===== src/design/vptb_pkg.sv =====
// Shared types and constants of the virtual periodic timer bank.
package vptb_pkg;

   // Request codes carried in req_type.
   localparam logic [2:0] REQ_TICK  = 3'd0;
   localparam logic [2:0] REQ_OPEN  = 3'd1;
   localparam logic [2:0] REQ_RATE  = 3'd2;
   localparam logic [2:0] REQ_ARM   = 3'd3;
   localparam logic [2:0] REQ_CLOSE = 3'd4;

   // Status codes returned with every result.
   localparam logic [1:0] STAT_OK       = 2'd0;
   localparam logic [1:0] STAT_BAD_RATE = 2'd1;
   localparam logic [1:0] STAT_FULL     = 2'd2;
   localparam logic [1:0] STAT_NOT_OPEN = 2'd3;

   // Configuration register indexes.
   localparam logic CSR_SLICE_LENGTH = 1'b0;
   localparam logic CSR_OPEN_PERIOD  = 1'b1;

   // Field widths.
   localparam int unsigned SLICE_W  = 4;
   localparam int unsigned PERIOD_W = 10;
   localparam int unsigned MASK_W   = 16;
   localparam int unsigned RATE_W   = 32;
   localparam int unsigned CSR_W    = 10;

   // Reset values of the configuration registers.
   localparam logic [SLICE_W-1:0]  SLICE_LENGTH_RST = 4'd8;
   localparam logic [PERIOD_W-1:0] OPEN_PERIOD_RST  = 10'd512;

   // Required length of the rate argument in bytes.
   localparam logic [7:0] RATE_ARG_BYTES = 8'd4;

   // One entry of the channel memory.
   typedef struct packed {
      logic [PERIOD_W-1:0] reload;
      logic [PERIOD_W-1:0] count;
   } chan_entry_type;

endpackage


===== src/design/vptb_req_if.sv =====
// Request channel of the virtual periodic timer bank.
interface vptb_req_if;
   logic        valid;
   logic        ready;
   logic [2:0]  req_type;
   logic [3:0]  channel;
   logic [31:0] rate_value;
   logic [7:0]  byte_count;
   logic [2:0]  active_mask;
   logic [1:0]  current_terminal;

   modport source (
      output valid, req_type, channel, rate_value, byte_count, active_mask,
             current_terminal,
      input  ready
   );
   modport sink (
      input  valid, req_type, channel, rate_value, byte_count, active_mask,
             current_terminal,
      output ready
   );
endinterface


===== src/design/vptb_rsp_if.sv =====
// Response channel of the virtual periodic timer bank.
interface vptb_rsp_if;
   logic        valid;
   logic        ready;
   logic [1:0]  status;
   logic [3:0]  granted_channel;
   logic [15:0] expired_mask;
   logic        switch_valid;
   logic [1:0]  switch_terminal;

   modport source (
      output valid, status, granted_channel, expired_mask, switch_valid,
             switch_terminal,
      input  ready
   );
   modport sink (
      input  valid, status, granted_channel, expired_mask, switch_valid,
             switch_terminal,
      output ready
   );
endinterface


===== src/design/virtual_periodic_timer_bank_top.sv =====
// Virtual periodic timer bank: top level with channel memory and sequencer.
//
// Requests arrive on req_bus and each one yields exactly one response beat
// on rsp_bus. Open, set rate, close and unknown requests finish in the
// cycle they are accepted; the response is valid on the next cycle. An arm
// request reads the channel memory and then writes it back. A tick walks
// the channel memory one entry a cycle, reading one entry while the
// previous one is written back, and loads the response with the write-back
// of the last entry. The single read and write port pair of the channel
// memory sets this order of steps.
// A new request is taken while the last response still waits, provided
// that response leaves in the same cycle; otherwise req_bus.ready is low
// until rsp_bus.ready is seen. A stalled receiver therefore holds back the
// request side but never loses a beat.
// Reset clears the open flags, slice counter and round-robin pointer and
// loads the configuration registers with their reset values. Closed
// channels read as zero, so the channel memory needs no clearing pass and
// the block is ready at once. The user writes configuration through csr_we,
// csr_index and csr_wdata while no request is in flight; the block does not check.
module virtual_periodic_timer_bank_top #(
   parameter int unsigned CHANNELS  = 16,
   parameter int unsigned TERMINALS = 3,
   parameter int unsigned BASE_HZ   = 1024
) (
   input  logic                   clock,
   input  logic                   reset,
   vptb_req_if.sink               req_bus,
   vptb_rsp_if.source             rsp_bus,
   input  logic                   csr_we,
   input  logic                   csr_index,
   input  logic [vptb_pkg::CSR_W-1:0] csr_wdata
);
   import vptb_pkg::*;

   localparam int unsigned CH_W  = (CHANNELS > 1) ? $clog2(CHANNELS) : 1;
   localparam int unsigned RR_W  = (TERMINALS > 1) ? $clog2(TERMINALS) : 1;
   localparam int unsigned EXP_W = (CHANNELS > MASK_W) ? CHANNELS : MASK_W;
   localparam int unsigned EXT_W = 7;

   typedef enum logic [2:0] {
      ST_IDLE  = 3'b001,
      ST_SWEEP = 3'b010,
      ST_ARM   = 3'b100
   } state_type;

   // Registers.
   state_type             state_ff, state_in;
   logic [CH_W-1:0]       wb_idx_ff, wb_idx_in;
   logic [CHANNELS-1:0]   open_ff, open_in;
   logic [EXP_W-1:0]      exp_ff, exp_in;
   logic [SLICE_W-1:0]    slice_length_ff;
   logic [PERIOD_W-1:0]   open_period_ff;
   logic [SLICE_W-1:0]    slice_count_ff, slice_count_in;
   logic [RR_W-1:0]       rr_ff, rr_in;
   logic                  swv_ff, swv_in;
   logic [1:0]            swt_ff, swt_in;
   logic                  rsp_valid_ff, rsp_valid_in;
   logic [1:0]            rsp_status_ff, rsp_status_in;
   logic [3:0]            rsp_granted_ff, rsp_granted_in;
   logic [MASK_W-1:0]     rsp_mask_ff, rsp_mask_in;
   logic                  rsp_swv_ff, rsp_swv_in;
   logic [1:0]            rsp_swt_ff, rsp_swt_in;

   // Channel memory.
   chan_entry_type        chan_mem [CHANNELS];
   chan_entry_type        rd_data_ff;
   logic                  mem_we;
   logic [CH_W-1:0]       mem_waddr;
   logic [CH_W-1:0]       mem_raddr;
   chan_entry_type        mem_wdata;

   // Request decode.
   logic                  req_ready;
   logic                  req_accept;
   logic [EXT_W-1:0]      ch_ext;
   logic [CH_W-1:0]       ch_idx;
   logic                  usable;
   logic                  pow2;
   logic                  rate_ok;
   logic [3:0]            rate_shift;
   logic [PERIOD_W-1:0]   rate_period;
   logic                  any_free;
   logic [CH_W-1:0]       free_idx;
   logic [SLICE_W-1:0]    sched_slice;
   logic [RR_W-1:0]       sched_rr;
   logic                  sched_valid;
   logic [1:0]            sched_term;
   logic [7:0]            act8;
   logic [PERIOD_W-1:0]   sweep_count;
   logic                  last_entry;

   // Response staging.
   logic                  load_rsp;
   logic [1:0]            res_status;
   logic [3:0]            res_granted;
   logic [MASK_W-1:0]     res_mask;
   logic                  res_swv;
   logic [1:0]            res_swt;

   assign req_ready     = (state_ff == ST_IDLE) && (!rsp_valid_ff || rsp_bus.ready);
   assign req_bus.ready = req_ready;
   assign req_accept    = req_bus.valid && req_ready;

   // Channel addressed by set rate, arm or close.
   assign ch_ext = EXT_W'(req_bus.channel);
   assign ch_idx = ch_ext[CH_W-1:0];
   assign usable = (ch_ext < EXT_W'(CHANNELS)) && open_ff[ch_idx];

   // Rate argument check and period as a shift of the base frequency.
   assign pow2    = (req_bus.rate_value != '0) &&
                    ((req_bus.rate_value & (req_bus.rate_value - 32'd1)) == '0);
   assign rate_ok = (req_bus.byte_count == RATE_ARG_BYTES) && pow2 &&
                    (req_bus.rate_value >= 32'd2) &&
                    (req_bus.rate_value <= RATE_W'(BASE_HZ));

   always_comb begin
      rate_shift = '0;
      for (int b = 1; b <= 10; b++) begin
         if (req_bus.rate_value[b]) begin
            rate_shift = 4'(b);
         end
      end
   end

   assign rate_period = PERIOD_W'(11'(BASE_HZ) >> rate_shift);

   // Lowest free channel.
   always_comb begin
      any_free = 1'b0;
      free_idx = '0;
      for (int i = CHANNELS - 1; i >= 0; i--) begin
         if (!open_ff[i]) begin
            any_free = 1'b1;
            free_idx = CH_W'(i);
         end
      end
   end

   // Slice counter and round-robin terminal choice for a tick.
   assign act8 = 8'(req_bus.active_mask);

   always_comb begin
      sched_slice = slice_count_ff;
      sched_rr    = rr_ff;
      sched_valid = 1'b0;
      sched_term  = '0;
      if (sched_slice != '0) begin
         sched_slice = sched_slice - 1'b1;
      end
      if (sched_slice == '0) begin
         sched_slice = slice_length_ff;
         for (int k = 0; k < TERMINALS; k++) begin
            if (!sched_valid) begin
               sched_rr = (sched_rr == RR_W'(TERMINALS - 1)) ? '0 : sched_rr + 1'b1;
               if (act8[3'(sched_rr)] && (3'(sched_rr) != 3'(req_bus.current_terminal))) begin
                  sched_valid = 1'b1;
                  sched_term  = 2'(sched_rr);
               end
            end
         end
      end
   end

   // Count seen by the sweep; a closed channel reads as zero.
   assign sweep_count = open_ff[wb_idx_ff] ? rd_data_ff.count : '0;
   assign last_entry  = (wb_idx_ff == CH_W'(CHANNELS - 1));

   // Sequencer and read-modify-write control.
   always_comb begin
      state_in       = state_ff;
      wb_idx_in      = wb_idx_ff;
      open_in        = open_ff;
      exp_in         = exp_ff;
      slice_count_in = slice_count_ff;
      rr_in          = rr_ff;
      swv_in         = swv_ff;
      swt_in         = swt_ff;
      mem_we         = 1'b0;
      mem_waddr      = wb_idx_ff;
      mem_wdata      = '0;
      mem_raddr      = CH_W'(wb_idx_ff + 1'b1);
      load_rsp       = 1'b0;
      res_status     = STAT_OK;
      res_granted    = '0;
      res_mask       = '0;
      res_swv        = 1'b0;
      res_swt        = '0;

      unique case (state_ff)
         ST_IDLE: begin
            if (req_accept) begin
               unique case (req_bus.req_type)
                  REQ_TICK: begin
                     mem_raddr      = '0;
                     wb_idx_in      = '0;
                     exp_in         = '0;
                     slice_count_in = sched_slice;
                     rr_in          = sched_rr;
                     swv_in         = sched_valid;
                     swt_in         = sched_term;
                     state_in       = ST_SWEEP;
                  end
                  REQ_OPEN: begin
                     load_rsp = 1'b1;
                     if (any_free) begin
                        open_in[free_idx] = 1'b1;
                        mem_we            = 1'b1;
                        mem_waddr         = free_idx;
                        mem_wdata.reload  = open_period_ff;
                        mem_wdata.count   = open_period_ff;
                        res_granted       = 4'(free_idx);
                     end else begin
                        res_status = STAT_FULL;
                     end
                  end
                  REQ_RATE: begin
                     load_rsp = 1'b1;
                     if (!rate_ok) begin
                        res_status = STAT_BAD_RATE;
                     end else if (!usable) begin
                        res_status = STAT_NOT_OPEN;
                     end else begin
                        mem_we           = 1'b1;
                        mem_waddr        = ch_idx;
                        mem_wdata.reload = rate_period;
                        mem_wdata.count  = rate_period;
                     end
                  end
                  REQ_ARM: begin
                     if (!usable) begin
                        load_rsp   = 1'b1;
                        res_status = STAT_NOT_OPEN;
                     end else begin
                        mem_raddr = ch_idx;
                        wb_idx_in = ch_idx;
                        state_in  = ST_ARM;
                     end
                  end
                  REQ_CLOSE: begin
                     load_rsp = 1'b1;
                     if (!usable) begin
                        res_status = STAT_NOT_OPEN;
                     end else begin
                        open_in[ch_idx] = 1'b0;
                     end
                  end
                  default: begin
                     load_rsp = 1'b1;
                  end
               endcase
            end
         end
         ST_SWEEP: begin
            // Write back the entry read last cycle while reading the next.
            mem_we           = 1'b1;
            mem_wdata.reload = rd_data_ff.reload;
            mem_wdata.count  = (sweep_count != '0) ? sweep_count - 1'b1 : '0;
            exp_in[wb_idx_ff] = (sweep_count == PERIOD_W'(1));
            wb_idx_in         = CH_W'(wb_idx_ff + 1'b1);
            if (last_entry) begin
               load_rsp = 1'b1;
               res_mask = exp_in[MASK_W-1:0];
               res_swv  = swv_ff;
               res_swt  = swt_ff;
               state_in = ST_IDLE;
            end
         end
         ST_ARM: begin
            mem_we           = 1'b1;
            mem_wdata.reload = rd_data_ff.reload;
            mem_wdata.count  = rd_data_ff.reload;
            load_rsp         = 1'b1;
            state_in         = ST_IDLE;
         end
         default: begin
            state_in = ST_IDLE;
         end
      endcase
   end

   // Response register.
   always_comb begin
      rsp_valid_in   = rsp_valid_ff && !rsp_bus.ready;
      rsp_status_in  = rsp_status_ff;
      rsp_granted_in = rsp_granted_ff;
      rsp_mask_in    = rsp_mask_ff;
      rsp_swv_in     = rsp_swv_ff;
      rsp_swt_in     = rsp_swt_ff;
      if (load_rsp) begin
         rsp_valid_in   = 1'b1;
         rsp_status_in  = res_status;
         rsp_granted_in = res_granted;
         rsp_mask_in    = res_mask;
         rsp_swv_in     = res_swv;
         rsp_swt_in     = res_swt;
      end
   end

   assign rsp_bus.valid           = rsp_valid_ff;
   assign rsp_bus.status          = rsp_status_ff;
   assign rsp_bus.granted_channel = rsp_granted_ff;
   assign rsp_bus.expired_mask    = rsp_mask_ff;
   assign rsp_bus.switch_valid    = rsp_swv_ff;
   assign rsp_bus.switch_terminal = rsp_swt_ff;

   // Channel memory with a registered read port.
   always_ff @(posedge clock) begin
      if (mem_we) begin
         chan_mem[mem_waddr] <= mem_wdata;
      end
      rd_data_ff <= chan_mem[mem_raddr];
   end

   // Control state.
   always_ff @(posedge clock) begin
      if (reset) begin
         state_ff        <= ST_IDLE;
         open_ff         <= '0;
         slice_count_ff  <= '0;
         rr_ff           <= '0;
         rsp_valid_ff    <= 1'b0;
         slice_length_ff <= SLICE_LENGTH_RST;
         open_period_ff  <= OPEN_PERIOD_RST;
      end else begin
         state_ff       <= state_in;
         open_ff        <= open_in;
         slice_count_ff <= slice_count_in;
         rr_ff          <= rr_in;
         rsp_valid_ff   <= rsp_valid_in;
         if (csr_we) begin
            unique case (csr_index)
               CSR_SLICE_LENGTH: slice_length_ff <= csr_wdata[SLICE_W-1:0];
               CSR_OPEN_PERIOD:  open_period_ff  <= csr_wdata[PERIOD_W-1:0];
               default: ;
            endcase
         end
      end
   end

   // Payload and working registers.
   always_ff @(posedge clock) begin
      wb_idx_ff      <= wb_idx_in;
      exp_ff         <= exp_in;
      swv_ff         <= swv_in;
      swt_ff         <= swt_in;
      rsp_status_ff  <= rsp_status_in;
      rsp_granted_ff <= rsp_granted_in;
      rsp_mask_ff    <= rsp_mask_in;
      rsp_swv_ff     <= rsp_swv_in;
      rsp_swt_ff     <= rsp_swt_in;
   end

   // A response beat is never pending while a request is in flight.
   assert property (@(posedge clock) disable iff (reset)
      (state_ff != ST_IDLE) |-> !rsp_valid_ff)
      else $error("response pending during a sweep or arm write-back");

   // A successful open marks the granted channel as open.
   assert property (@(posedge clock) disable iff (reset)
      (req_accept && (req_bus.req_type == REQ_OPEN) && any_free) |=>
         open_ff[$past(free_idx)])
      else $error("opened channel not marked open");

   // A switch request is only ever reported with an ok status.
   assert property (@(posedge clock) disable iff (reset)
      (rsp_valid_ff && rsp_swv_ff) |-> (rsp_status_ff == STAT_OK))
      else $error("terminal switch reported with an error status");

   // The sweep finishes on the last channel and returns to idle.
   assert property (@(posedge clock) disable iff (reset)
      ((state_ff == ST_SWEEP) && last_entry) |=>
         ((state_ff == ST_IDLE) && rsp_valid_ff))
      else $error("sweep did not end with a response");

   // An arm write-back always returns to idle with an ok response on the next cycle.
   assert property (@(posedge clock) disable iff (reset)
      (state_ff == ST_ARM) |=> ((state_ff == ST_IDLE) && rsp_valid_ff &&
         (rsp_status_ff == STAT_OK)))
      else $error("arm write-back did not complete");

endmodule


===== src/flat_wrapper.sv =====
// flat-port wrapper written by rule: the top's interface ports become plain ports
module virtual_periodic_timer_bank_top_flat import vptb_pkg::*;
#(
   parameter int unsigned CHANNELS  = 16,
   parameter int unsigned TERMINALS = 3,
   parameter int unsigned BASE_HZ   = 1024
)
  (clock, reset, csr_we, csr_index, csr_wdata, req_bus_valid, req_bus_req_type, req_bus_channel, req_bus_rate_value, req_bus_byte_count, req_bus_active_mask, req_bus_current_terminal, req_bus_ready, rsp_bus_valid, rsp_bus_status, rsp_bus_granted_channel, rsp_bus_expired_mask, rsp_bus_switch_valid, rsp_bus_switch_terminal, rsp_bus_ready);
  vptb_req_if req_bus_i ();
  vptb_rsp_if rsp_bus_i ();
  input  logic clock;
  input  logic reset;
  input  logic csr_we;
  input  logic csr_index;
  input  logic [vptb_pkg::CSR_W-1:0] csr_wdata;
  input wire logic [$bits(req_bus_i.valid)-1:0] req_bus_valid;
  input wire logic [$bits(req_bus_i.req_type)-1:0] req_bus_req_type;
  input wire logic [$bits(req_bus_i.channel)-1:0] req_bus_channel;
  input wire logic [$bits(req_bus_i.rate_value)-1:0] req_bus_rate_value;
  input wire logic [$bits(req_bus_i.byte_count)-1:0] req_bus_byte_count;
  input wire logic [$bits(req_bus_i.active_mask)-1:0] req_bus_active_mask;
  input wire logic [$bits(req_bus_i.current_terminal)-1:0] req_bus_current_terminal;
  output wire logic [$bits(req_bus_i.ready)-1:0] req_bus_ready;
  output wire logic [$bits(rsp_bus_i.valid)-1:0] rsp_bus_valid;
  output wire logic [$bits(rsp_bus_i.status)-1:0] rsp_bus_status;
  output wire logic [$bits(rsp_bus_i.granted_channel)-1:0] rsp_bus_granted_channel;
  output wire logic [$bits(rsp_bus_i.expired_mask)-1:0] rsp_bus_expired_mask;
  output wire logic [$bits(rsp_bus_i.switch_valid)-1:0] rsp_bus_switch_valid;
  output wire logic [$bits(rsp_bus_i.switch_terminal)-1:0] rsp_bus_switch_terminal;
  input wire logic [$bits(rsp_bus_i.ready)-1:0] rsp_bus_ready;
  assign req_bus_i.valid = req_bus_valid;
  assign req_bus_i.req_type = req_bus_req_type;
  assign req_bus_i.channel = req_bus_channel;
  assign req_bus_i.rate_value = req_bus_rate_value;
  assign req_bus_i.byte_count = req_bus_byte_count;
  assign req_bus_i.active_mask = req_bus_active_mask;
  assign req_bus_i.current_terminal = req_bus_current_terminal;
  assign req_bus_ready = req_bus_i.ready;
  assign rsp_bus_valid = rsp_bus_i.valid;
  assign rsp_bus_status = rsp_bus_i.status;
  assign rsp_bus_granted_channel = rsp_bus_i.granted_channel;
  assign rsp_bus_expired_mask = rsp_bus_i.expired_mask;
  assign rsp_bus_switch_valid = rsp_bus_i.switch_valid;
  assign rsp_bus_switch_terminal = rsp_bus_i.switch_terminal;
  assign rsp_bus_i.ready = rsp_bus_ready;
  virtual_periodic_timer_bank_top #(.CHANNELS(CHANNELS), .TERMINALS(TERMINALS), .BASE_HZ(BASE_HZ)) u_core (.clock(clock), .reset(reset), .req_bus(req_bus_i), .rsp_bus(rsp_bus_i), .csr_we(csr_we), .csr_index(csr_index), .csr_wdata(csr_wdata));
endmodule

===== config.mk =====
export PLATFORM = sky130hd
export DESIGN_NAME = virtual_periodic_timer_bank_top_flat
export DESIGN_NICKNAME = d
export VERILOG_FILES = /design/src/design/vptb_pkg.sv /design/src/design/vptb_req_if.sv /design/src/design/vptb_rsp_if.sv /design/src/design/virtual_periodic_timer_bank_top.sv /design/src/flat_wrapper.sv
export SDC_FILE = /design/constraint.sdc
export NUM_CORES = 1
export LEC_CHECK = 0
export BUFFER_PORTS_ARGS = -buffer_cell sky130_fd_sc_hd__buf_4
export CAP_MARGIN = 20
export CORE_UTILIZATION = 68
export CTS_BUF_LIST = sky130_fd_sc_hd__clkbuf_4
export DETAILED_ROUTE_END_ITERATION = 7
export PLACE_DENSITY = 0.86
export SLEW_MARGIN = 20
export SYNTH_ARGS = -nofsm -noshare
export SYNTH_HDL_FRONTEND = slang
export SYNTH_SLANG_ARGS = --single-unit

===== constraint.sdc =====
create_clock -name clock -period 5.72 [get_ports clock]
set_input_delay 0.572 -clock clock [delete_from_list [all_inputs] [get_ports clock]]
set_output_delay 0.572 -clock clock [all_outputs]
set_load 0.02 [all_outputs]

Yosys cells after proc, flatten, opt, wreduce, memory -nomap -nowiden --
Memory sizes are Yosys's and may differ from the RTL's. A register that Yosys moved wholly into a read port is not among the register bits. Cells that the tools add are included. W data, S select, Z words.
Word-level totals: output and inout port bits 27, memories kept 1, flip-flop bits (word level) 88, bits in writable memories 320, bits of input ports 68
Memory list:
- u_core.chan_mem | depth 16, bits a word 20, rd ports 1, clocked after memory_dff 1, write ports 1, RTL line virtual_periodic_timer_bank_top.sv:65 | chan_entry_type chan_mem [CHANNELS];
Operators by class: eq/ne operators 23, shift operators 1, bitwise logic cells 5, reduce and logical (&&, ||, !) cells 38, mux-type cells 130, add/sub/neg operators 7, magnitude comparators 12
Operators with widths (number):
- $mux W4 | 30
- $mux W20 | 4
- $mux W16 | 4
- $pmux W16 S2 | 2
- $pmux W20 S3 | 1
- $mux W1 | 42
- $pmux W20 S2 | 1
- $mux W2 | 17
- $and A32 B32 Y32 | 1
- $ge A32 B2 Y1 const B | 1
- $le A32 B11 Y1 const B | 1
- $logic_not A32 Y1 | 1
- $pmux W4 S2 | 4
- $reduce_bool A32 Y1 | 1
- $sub A32 B1 Y32 const B | 1
- $mux W3 | 7
- $lt A4 B5 Y1 const B | 4
- $mux W10 | 2
- $and A16 B16 Y16 | 1
- $bwmux W16 | 1
- $not A16 Y16 | 1
- $or A16 B16 Y16 | 1
- $logic_and A1 B1 Y1 | 14
- $demux W1 S4 | 3
- other kinds (38) | 71

Longest topological paths before layout --
Gate-level depths: netlist of run 1.
depth in word-level cells 23, mapped depth 13, mapped depth without buffers 10

Least setup slack after synthesis of run 1 --
No wires, ideal clock.
kind input -> register, from input req_bus_rate_value[23], to memory u_core.chan_mem[4][0] (netlist bit) (enable), cell stages on the path 9, library setup time 0.397 ns, path slack 1.884 ns, arrival 3.439 ns, buffers on the path 1, required time 5.323 ns, path through nor4_1 nand3_1 a2111oi_4 and3_1 buf_2 a31oi_1 o32a_1 or4b_4 nor2_1
Between the ends: cells in the longest elaborated chain, start to end 13
Ends and longest elaborated chain:
- start: declaration | RTL line flat_wrapper.sv:19 | input wire logic [$bits(req_bus_i.rate_value)-1:0] req_bus_rate_value;
- $sub A32 B1 Y32 | RTL line virtual_periodic_timer_bank_top.sv:111 | ((req_bus.rate_value & (req_bus.rate_value - 32'd1)) == '0);
- $and A32 B32 Y32 | RTL line virtual_periodic_timer_bank_top.sv:111
- $logic_not A32 Y1 | RTL line virtual_periodic_timer_bank_top.sv:111
- $logic_and A1 B1 Y1 | RTL line virtual_periodic_timer_bank_top.sv:110 | assign pow2 = (req_bus.rate_value != '0) &&
- $logic_and A1 B1 Y1 (2 in a row) | RTL line virtual_periodic_timer_bank_top.sv:112 | assign rate_ok = (req_bus.byte_count == RATE_ARG_BYTES) && pow2 &&
- $logic_and A1 B1 Y1 * | RTL line virtual_periodic_timer_bank_top.sv:113 | (req_bus.rate_value >= 32'd2) &&
- $mux W1 | RTL line virtual_periodic_timer_bank_top.sv:218 | if (!rate_ok) begin
- $pmux W1 S2 | RTL line virtual_periodic_timer_bank_top.sv:192 | unique case (req_bus.req_type)
- $mux W1 | RTL line virtual_periodic_timer_bank_top.sv:191 | if (req_accept) begin
- $pmux W1 S2 | RTL line virtual_periodic_timer_bank_top.sv:189 | unique case (state_ff)
- $mux W1 | RTL line virtual_periodic_timer_bank_top.sv:308 | if (mem_we) begin
- $mux W1 (not written as such) | RTL line virtual_periodic_timer_bank_top.sv:309 | chan_mem[mem_waddr] <= mem_wdata;
- end: declaration | RTL line virtual_periodic_timer_bank_top.sv:65
Every way passes the cells marked *; elsewhere a longest branch is shown, timed or not.

Worst setup path after layout of run 1 --
from register u_core.state_ff[2], to memory u_core.chan_mem[13][18] (netlist bit) (enable)
Between the ends: cells in the longest elaborated chain, start to end 7
Ends and longest elaborated chain:
- start: declaration | RTL line virtual_periodic_timer_bank_top.sv:47 | state_type state_ff, state_in;
- start signal: assignment | RTL line virtual_periodic_timer_bank_top.sv:325 | state_ff <= state_in;
- $eq A3 B1 Y1 | RTL line virtual_periodic_timer_bank_top.sv:100, virtual_periodic_timer_bank_top.sv:189
- $logic_and A1 B1 Y1 | RTL line virtual_periodic_timer_bank_top.sv:100 | assign req_ready = (state_ff == ST_IDLE) && (!rsp_valid_ff || rsp_bus.ready);
- $logic_and A1 B1 Y1 | RTL line virtual_periodic_timer_bank_top.sv:102 | assign req_accept = req_bus.valid && req_ready;
- $mux W1 | RTL line virtual_periodic_timer_bank_top.sv:191
- $pmux W1 S2 | RTL line virtual_periodic_timer_bank_top.sv:189
- $mux W1 | RTL line virtual_periodic_timer_bank_top.sv:308
- $mux W1 (not written as such) | RTL line virtual_periodic_timer_bank_top.sv:309
Parallel ways exist; a longest one is shown, timed or not.

==> results of run 1 <==
worst register-to-register path, stage by stage (launching register included):
cell	delay, ps
dfxtp_1	370
nor3b_2	350
nand3_1	420
a21oi_1	560
nand2_1	230
a21oi_1	440
o211ai_1	340
nor2_2	700
buf_4	390
metrics by stage:
stage	util [%]	hold slack, ps
global route	78.7	37.0
CTS	78.7	17.9
detailed placement	73.5	454
finish	78.8	59.6
global placement	73.5	447
floorplan	-	436
cells in the final DEF, fill, tap and decap left out, types with 6 or more instances in the layout:
cell type	count
and2_1	22
nor2b_1	10
mux4_2	9
clkbuf_4	156
inv_1	26
nor3_1	24
mux2i_1	73
a21o_1	12
xnor2_1	8
nor3_2	8
nand2b_1	10
a32oi_1	65
nor4_1	11
a221o_1	11
edfxtp_1	367
buf_4	127
and3_1	57
or3_1	6
ha_1	8
a221oi_1	44
nor2_2	8
nand4_1	15
nand2_1	250
and4_1	25
a21oi_1	75
nand3_1	29
a31oi_1	7
dfxtp_1	60
clkinv_1	29
o21ai_0	57
nor2_1	63
worst paths after layout:
| check | start | to | slack (ps) | cells past startpoint |
|---|---|---|---|---|
| max | u_core.state_ff[2] | u_core.chan_mem[13][18] | 1580 | 8 |
| min | csr_wdata[1] | u_core.slice_length_ff[1] | 60 | 3 |
| max reg2reg | u_core.state_ff[2] | u_core.chan_mem[13][18] | 1580 | 8 |
| min reg2reg | u_core.slice_length_ff[0] | u_core.slice_count_ff[0] | 470 | 2 |
area by class of cell:
cell class / instances / area [µm²]
multi-input combinational: 982 / 6240
fill: 1631 / 5770
clock inverter: 39 / 229
timing repair buffer: 129 / 973
inverter: 26 / 97.6
clock buffer: 156 / 1170
sequential: 427 / 12200
antenna: 3 / 7.51
tap: 372 / 465
cells in the mapped netlist, types with 3 or more instances:
cell / number
a211oi_1: 5
or3_1: 6
and4_1: 25
o211ai_1: 5
ha_1: 8
a32oi_1: 65
o22ai_1: 4
o31ai_1: 4
nand3_1: 29
mux2i_1: 73
inv_1: 26
xnor2_1: 8
dfxtp_1: 60
o21ai_1: 3
buf_2: 32
nor3_2: 6
a21boi_0: 3
and2_1: 23
or2_2: 3
edfxtp_1: 367
and3_1: 58
nor2b_1: 10
nand2b_1: 10
buf_8: 3
a31oi_1: 7
mux4_2: 9
a221o_1: 11
nor4_1: 11
a221oi_1: 44
o21ai_0: 57
nand3b_1: 3
buf_4: 12
nor3_1: 26
a21o_1: 12
a21oi_1: 75
nor2_1: 71
nand4_1: 15
nand2_1: 250
o21bai_1: 3
clkbuf_1: 41
where the power goes:
group	internal [mW]	total, mW	switching, mW
logic	0.152	0.406	0.254
clock network	1.35	2.60	1.25
registers	3.38	3.42	0.0394
per-layer routing:
metal	vias to the layer above	routed length, µm
met4	0	1910
met1	6712	19100
met2	984	22500
met5	-	0
li1	6241	-
met3	163	5870
flip-flops by register name, indices dropped and copies added, names as in the netlist, 2 cells and up:
signal	count
u_core.chan_mem	320
u_core.exp_ff	15
u_core.open_ff	16
u_core.open_period_ff	10
u_core.rd_data_ff	20
u_core.rr_ff	2
u_core.rsp_bus.expired_mask	16
u_core.rsp_bus.granted_channel	4
u_core.rsp_bus.status	2
u_core.rsp_bus.switch_terminal	2
u_core.slice_count_ff	4
u_core.slice_length_ff	4
u_core.state_ff	3
u_core.swt_ff	2
u_core.wb_idx_ff	4
timing repair:
action,CTS,global route
hold endpoints to repair,2,0
buffers inserted,0,0
hold buffers,2,0
endpoints found under the setup margin,0,0
logic make-up (layout without fill, tap and decap cells):
family | Yosys count | count (layout) | synth area share, %
adder cells (fa/ha/maj) | 8 | 8 | 0.527
flip-flops | 427 | 427 | 64.4
multiplexers | 85 | 85 | 5.15
buffers and inverters | 118 | 350 | 3.04
other | 0 | 3 | 0
AO/OA/AOI/OAI | 322 | 322 | 12.0
XOR/XNOR | 9 | 9 | 0.415
AND/OR/NAND/NOR | 558 | 558 | 14.5
==> summary.md, run 1 <==
| Metric | Value |
|---|---|
| Post-synth EDFFs | `around 370` |
| CP dominant cell by count | `a21oi_1` |
| Post-synthesis sequential area ratio | `64.4%` |
| Post-route DRC | `0` |
| Post-route insts no fill | `around 2.1k` |
| Cells after synthesis | `1,527` |
| Outcome | `finished clean` |
| Synth top area cells | `edfxtp_1 58%, dfxtp_1 6.3%, nand2_1 4.9%` |
| Placed Area | `20,000 µm²` |
| Number of port buffers | `94` |
| Critical Setup Path Class | `flop to flop` |
| Startpoint Class | `flop` |
| Clock transition at path regs | `70 ps` |
| Initial antenna violation count | `3` |
| Distinct cell type count after synthesis | `73` |
| Core area | `27,200 µm²` |
| Layout cell share with drive strength beyond 1 | `19.2%` |
| CTS tree | `done` |
| RSZ-0062 raised after global routing | `no` |
| GR Util met2 | `53.9%` |
| Fin. Hold Viols | `0` |
| Via count | `14.1k` |
| Vias/cell | `6.61` |
| Die height | `169 µm` |
| Largest net degree at the start of global routing | `68` |
| Leakage | `7.92 nW` |
| Full die area | `28,600 µm²` |
| Req. time, crit path | `just over 6000 ps` |
| Crit path cell chain | `nor3b_2, nand3_1, a21oi_1, nand2_1, a21oi_1, o211ai_1, nor2_2, buf_4` |
| Tmin final | `a little over 4000 ps` |
| Vias in the first global route | `13.7k` |
| PwrDens | `300 nW/µm²` |
| Gr busiest metal | `met2` |
| Worst Tran Pin Value | `approximately 1200 ps` |
| Routed WL | `49.4 mm` |
| Top cell type's share of synthesized area | `between 50% and 60%` |
| Clock latency on the worst-skew pair | `between 700 and 800 ps` |
| Syn_area_per_cell | `~12 µm²` |
| Nets | `1,745` |
| Grt ovf | `0` |
| FP Rows | `60` |
| Peak VDD IR | `between 0.2 and 0.25 mV` |
| Syn-to-layout area delta | `12.7%` |
| Yosys warning total | `0` |
| Post-route cell area | `21,400 µm²` |
| ANT nets after route | `0` |
| Gpl congestion | `0.907` |
| Largest stage delay, worst path | `700 ps` |
| Fin worst setup slack | `1580 ps` |
| CTS Buf Count | `103` |
| Final Cycle Share | `slightly above 70%` |
| Sinks on Clock Net | `427` |
| Cell Count Post-Placement | `1,934` |
| Ports | `95` |
| Setup_tns | `0 ps` |
| Initial DRT Pass Iterations | `7` |
| CP delay by family, top | `simple AND/OR/NAND/NOR gates` |
| HP Class | `input port to flop` |
| Ys flop type | `edfxtp_1` |
| Maximum root-to-sink buffer count | `3` |
| Total Power | `~6.4 mW` |
| Die X | `169 µm` |
| Critical-path maximum fanout | `11` |
| Slowest stage cell, crit path | `nor2_2` |
| Post-Syn Area | `19,000 µm²` |
| Yosys top cell by area | `edfxtp_1` |
| Worst EP arrival | `4580 ps` |
| Initial core utilization | `69.9%` |
| DR iter-0 viols | `2,002` |
| Final setup vio count | `0` |
| Syn nets | `1,603` |
| WL/cell | `23.2 µm` |
| All-Layer GR Usage | `a little over a third` |
| First-pass GRT wire length | `between 70 and 80 mm` |
| FFs w/ async S/R, synth | `0%` |
| Met1 Use GR | `49.4%` |
| Slew headroom | `23.0%` |
| Nature of the critical path endpoint | `flop` |
| Detailed Place HPWL | `30.0 mm` |
| Post-placement setup slack | `about 1400 ps` |
| Htree depth | `3` |
| Global-route track usage on met3 | `7.13%` |
| Slew Limit Fails | `0` |
| Synth Register Bits | `427` |
| PostCTS Resize Cnt | `0` |
| Clock Skew | `around 60 ps` |
| Max Freq | `241 MHz` |
| # Max-Cap Violations | `0` |
| Clock Tree Root | `clkbuf_4` |
| Critical path buffer and inverter count | `1` |
(Power assumes the default switching activity.)
==> inputs of run 2 (changes only) <==
Settings changed: ABC_AREA set to 1, CORE_UTILIZATION 68 to 58, PLACE_DENSITY 0.86 to 0.78.
Clock period 5.72 ns to 3.7 ns, I/O delays scaled along.
==> run 2 against run 1 <==
First-iteration DRC count increased by 6.1%. Routed wire length increased by 21%. Largest cell class unchanged. Register-to-register slack worse by 1100 ps. Cell count rose by 44%. Design area rose by 12%. Critical path depth increased by 7. Critical endpoint is now u_core.chan_mem[0][5].
==> summary.md, run 2 <==
| Metric | Value |
|---|---|
| Yosys warning total | `0` |
| Post-synthesis sequential area ratio | `58.8%` |
| RSZ-0062 raised after global routing | `no` |
| Peak VDD IR | `0.402 mV` |
| Post-Syn Area | `20,800 µm²` |
| Layout cell share with drive strength beyond 1 | `between 10 and 15%` |
| Startpoint Class | `flop` |
| Critical path buffer and inverter count | `2` |
| Nature of the critical path endpoint | `flop` |
| Most flop-heavy register | `u_core.chan_mem` |
| FFs w/ async S/R, synth | `0%` |
| Clock transition at path regs | `70 ps` |
| Outcome | `finished clean` |
| Post-synth top cells | `650 x nand2_1, 367 x edfxtp_1, 358 x nand3_1` |
| Yosys top cell by area | `edfxtp_1` |
| Ports | `95` |
| Die height | `191 µm` |
| Total Power | `11.2 mW` |
| Vias in the first global route | `16.9k` |
| Tmin final | `between 3000 and 4000 ps` |
| Worst EP arrival | `3700 ps` |
| First-pass GRT wire length | `92.2 mm` |
| Slew Limit Fails | `0` |
| Top cell type's share of synthesized area | `between 50% and 60%` |
| Vias/cell | `5.74` |
| Post-placement setup slack | `~260 ps` |
| Initial core utilization | `59.6%` |
| Fill cell count | `2,756` |
| Critical Setup Path Class | `flop to flop` |
| FP Rows | `68` |
| Initial antenna violation count | `2` |
| CTS tree | `done` |
| CTS Hold Bufs | `23` |
| Slew headroom | `46.4%` |
| Number of port buffers | `94` |
| Most frequent cells in the layout | `650 x nand2_1, 367 x edfxtp_1, 358 x nand3_1` |
| Req. time, crit path | `4180 ps` |
| Post-synth EDFFs | `367` |
| Setup_tns | `0 ps` |
| Post-route DRC | `0` |
| Final setup vio count | `0` |
| CP delay by family, top | `simple AND/OR/NAND/NOR gates` |
| Initial DRT Pass Iterations | `6` |
| Setup Fix Bufs, Post-CTS | `0` |
| Clock Tree Root | `clkbuf_4` |
| Top flop regs | `u_core.chan_mem (320), u_core.rd_data_ff (20)` |
| Largest stage delay, worst path | `410 ps` |
| Distinct cell type count after synthesis | `46` |
| ANT nets after route | `0` |
| Grt ovf | `0` |
| Largest register FFs | `320` |
| Syn nets | `2,395` |
| CTS Buf Count | `about 110` |
| CP dominant cell by count | `nand2_1` |
| All-Layer GR Usage | `33.4%` |
| WL/cell | `19.5 µm` |
| Die X | `191 µm` |
| HP Class | `input port to flop` |
| Nets | `2,598` |
| # Max-Cap Violations | `0` |
| Via count | `17.6k` |
| Fin. Hold Viols | `0` |
| Worst Tran Pin Value | `a little over 800 ps` |
| Detailed Place HPWL | `39.1 mm` |
| Gpl congestion | `1.04` |
| Synth Register Bits | `427` |
| Crit path cell chain | `inv_1, nand2_1, o21ai_0, o21ai_1, nand2_1, nor2_4, nand2_1, nand2_1, nand3_1, nand3_1, nand2_1, nand2_1, nand3_1, nor2_2, buf_4` |
| Fin worst setup slack | `480 ps` |
| PostCTS Resize Cnt | `0` |
| Core area | `34,900 µm²` |
| Syn-to-layout area delta | `15.5%` |
| Ys flop type | `edfxtp_1` |
| PwrDens | `467 nW/µm²` |
| Sinks on Clock Net | `427` |
| Synth top area cells | `edfxtp_1 53%, nand2_1 12%, nand3_1 8.6%` |
| Critical-path maximum fanout | `12` |
| Cells after synthesis | `2,319` |
| Largest net degree at the start of global routing | `161` |
| Maximum root-to-sink buffer count | `3` |
| Count leader, synth | `nand2_1` |
| Clock latency on the worst-skew pair | `850 ps` |
| Leakage | `10.0 nW` |
| Clock Skew | `65.0 ps` |
| Max Freq | `between 300 and 400 MHz` |
| DR iter-0 viols | `2,125` |
| Final Util | `68.8%` |
| Full die area | `36,600 µm²` |
| Htree depth | `3` |
| Slowest stage cell, crit path | `dfxtp_1` |
| Syn_area_per_cell | `around 9 µm²` |
| Final Cycle Share | `87.0%` |
| Most common cell after layout, fill and taps aside | `nand2_1` |
| Routed WL | `59.9 mm` |
[run 2: kinds of logic (layout without fill, tap and decap cells)]
family                   Yosys count  after routing  share of synthesized area, %
AND/OR/NAND/NOR                 1344           1344                          28.6
flip-flops                       427            427                          58.8
buffers and inverters            349            642                          6.83
AO/OA/AOI/OAI                    181            181                          4.89
XOR/XNOR                          10             10                         0.421
adder cells (fa/ha/maj)            8              8                         0.481
other                              0              3                             0
[run 2: per-stage QoR]
stage,hold slack [ps],cells,instance area (µm²)
after global placement,447,2846,22400
after global routing,59.0,3070,24000
final,81.1,3070,24000
after detailed placement,455,2846,22400
after floorplan,429,2319,20800
after CTS,7.30,3067,24000
[run 2: layer usage]
metal  GRT usage [%]  routed length [µm]
met2            53.6               28300
met3            8.04                6460
met1            43.8               23400
met5               0                   0
met4            13.1                1760
[run 2: where the power goes]
part           internal, mW  switching [mW]
clock network          1.97            1.92
logic                 0.585            1.31
registers              5.33          0.0904
total                  7.89            3.32
[run 2: area by class of cell]
type | instances | area [µm²] | area share (%)
Clock buffer | 151 | 1130 | 4.72
Multi-Input combinational cell | 1543 | 7220 | 30.1
Clock inverter | 47 | 223 | 0.927
Antenna cell | 3 | 7.51 | 0.0313
Timing Repair Buffer | 191 | 1690 | 7.04
Inverter | 253 | 950 | 3.95
Tap cell | 455 | 569 | 2.37
Sequential cell | 427 | 12200 | 50.9
[run 2: worst register-to-register path: cells and delay by family, from the launching register on]
family	cells	cell delay (ps)
AND/OR/NAND/NOR	11	1790
flip-flops	1	410
buffers and inverters	2	360
AO/OA/AOI/OAI	2	330
[run 2: worst paths after layout]
path | startpoint | endpoint | slack (ps) | cells past startpoint
setup reg to reg | u_core.open_ff[8] | u_core.chan_mem[0][5] | 480 | 15
setup / recovery | u_core.open_ff[8] | u_core.chan_mem[0][5] | 480 | 15
hold reg to reg | u_core.slice_length_ff[0] | u_core.slice_count_ff[0] | 470 | 2
hold / removal | csr_index | u_core.open_period_ff[9] | 80 | 4
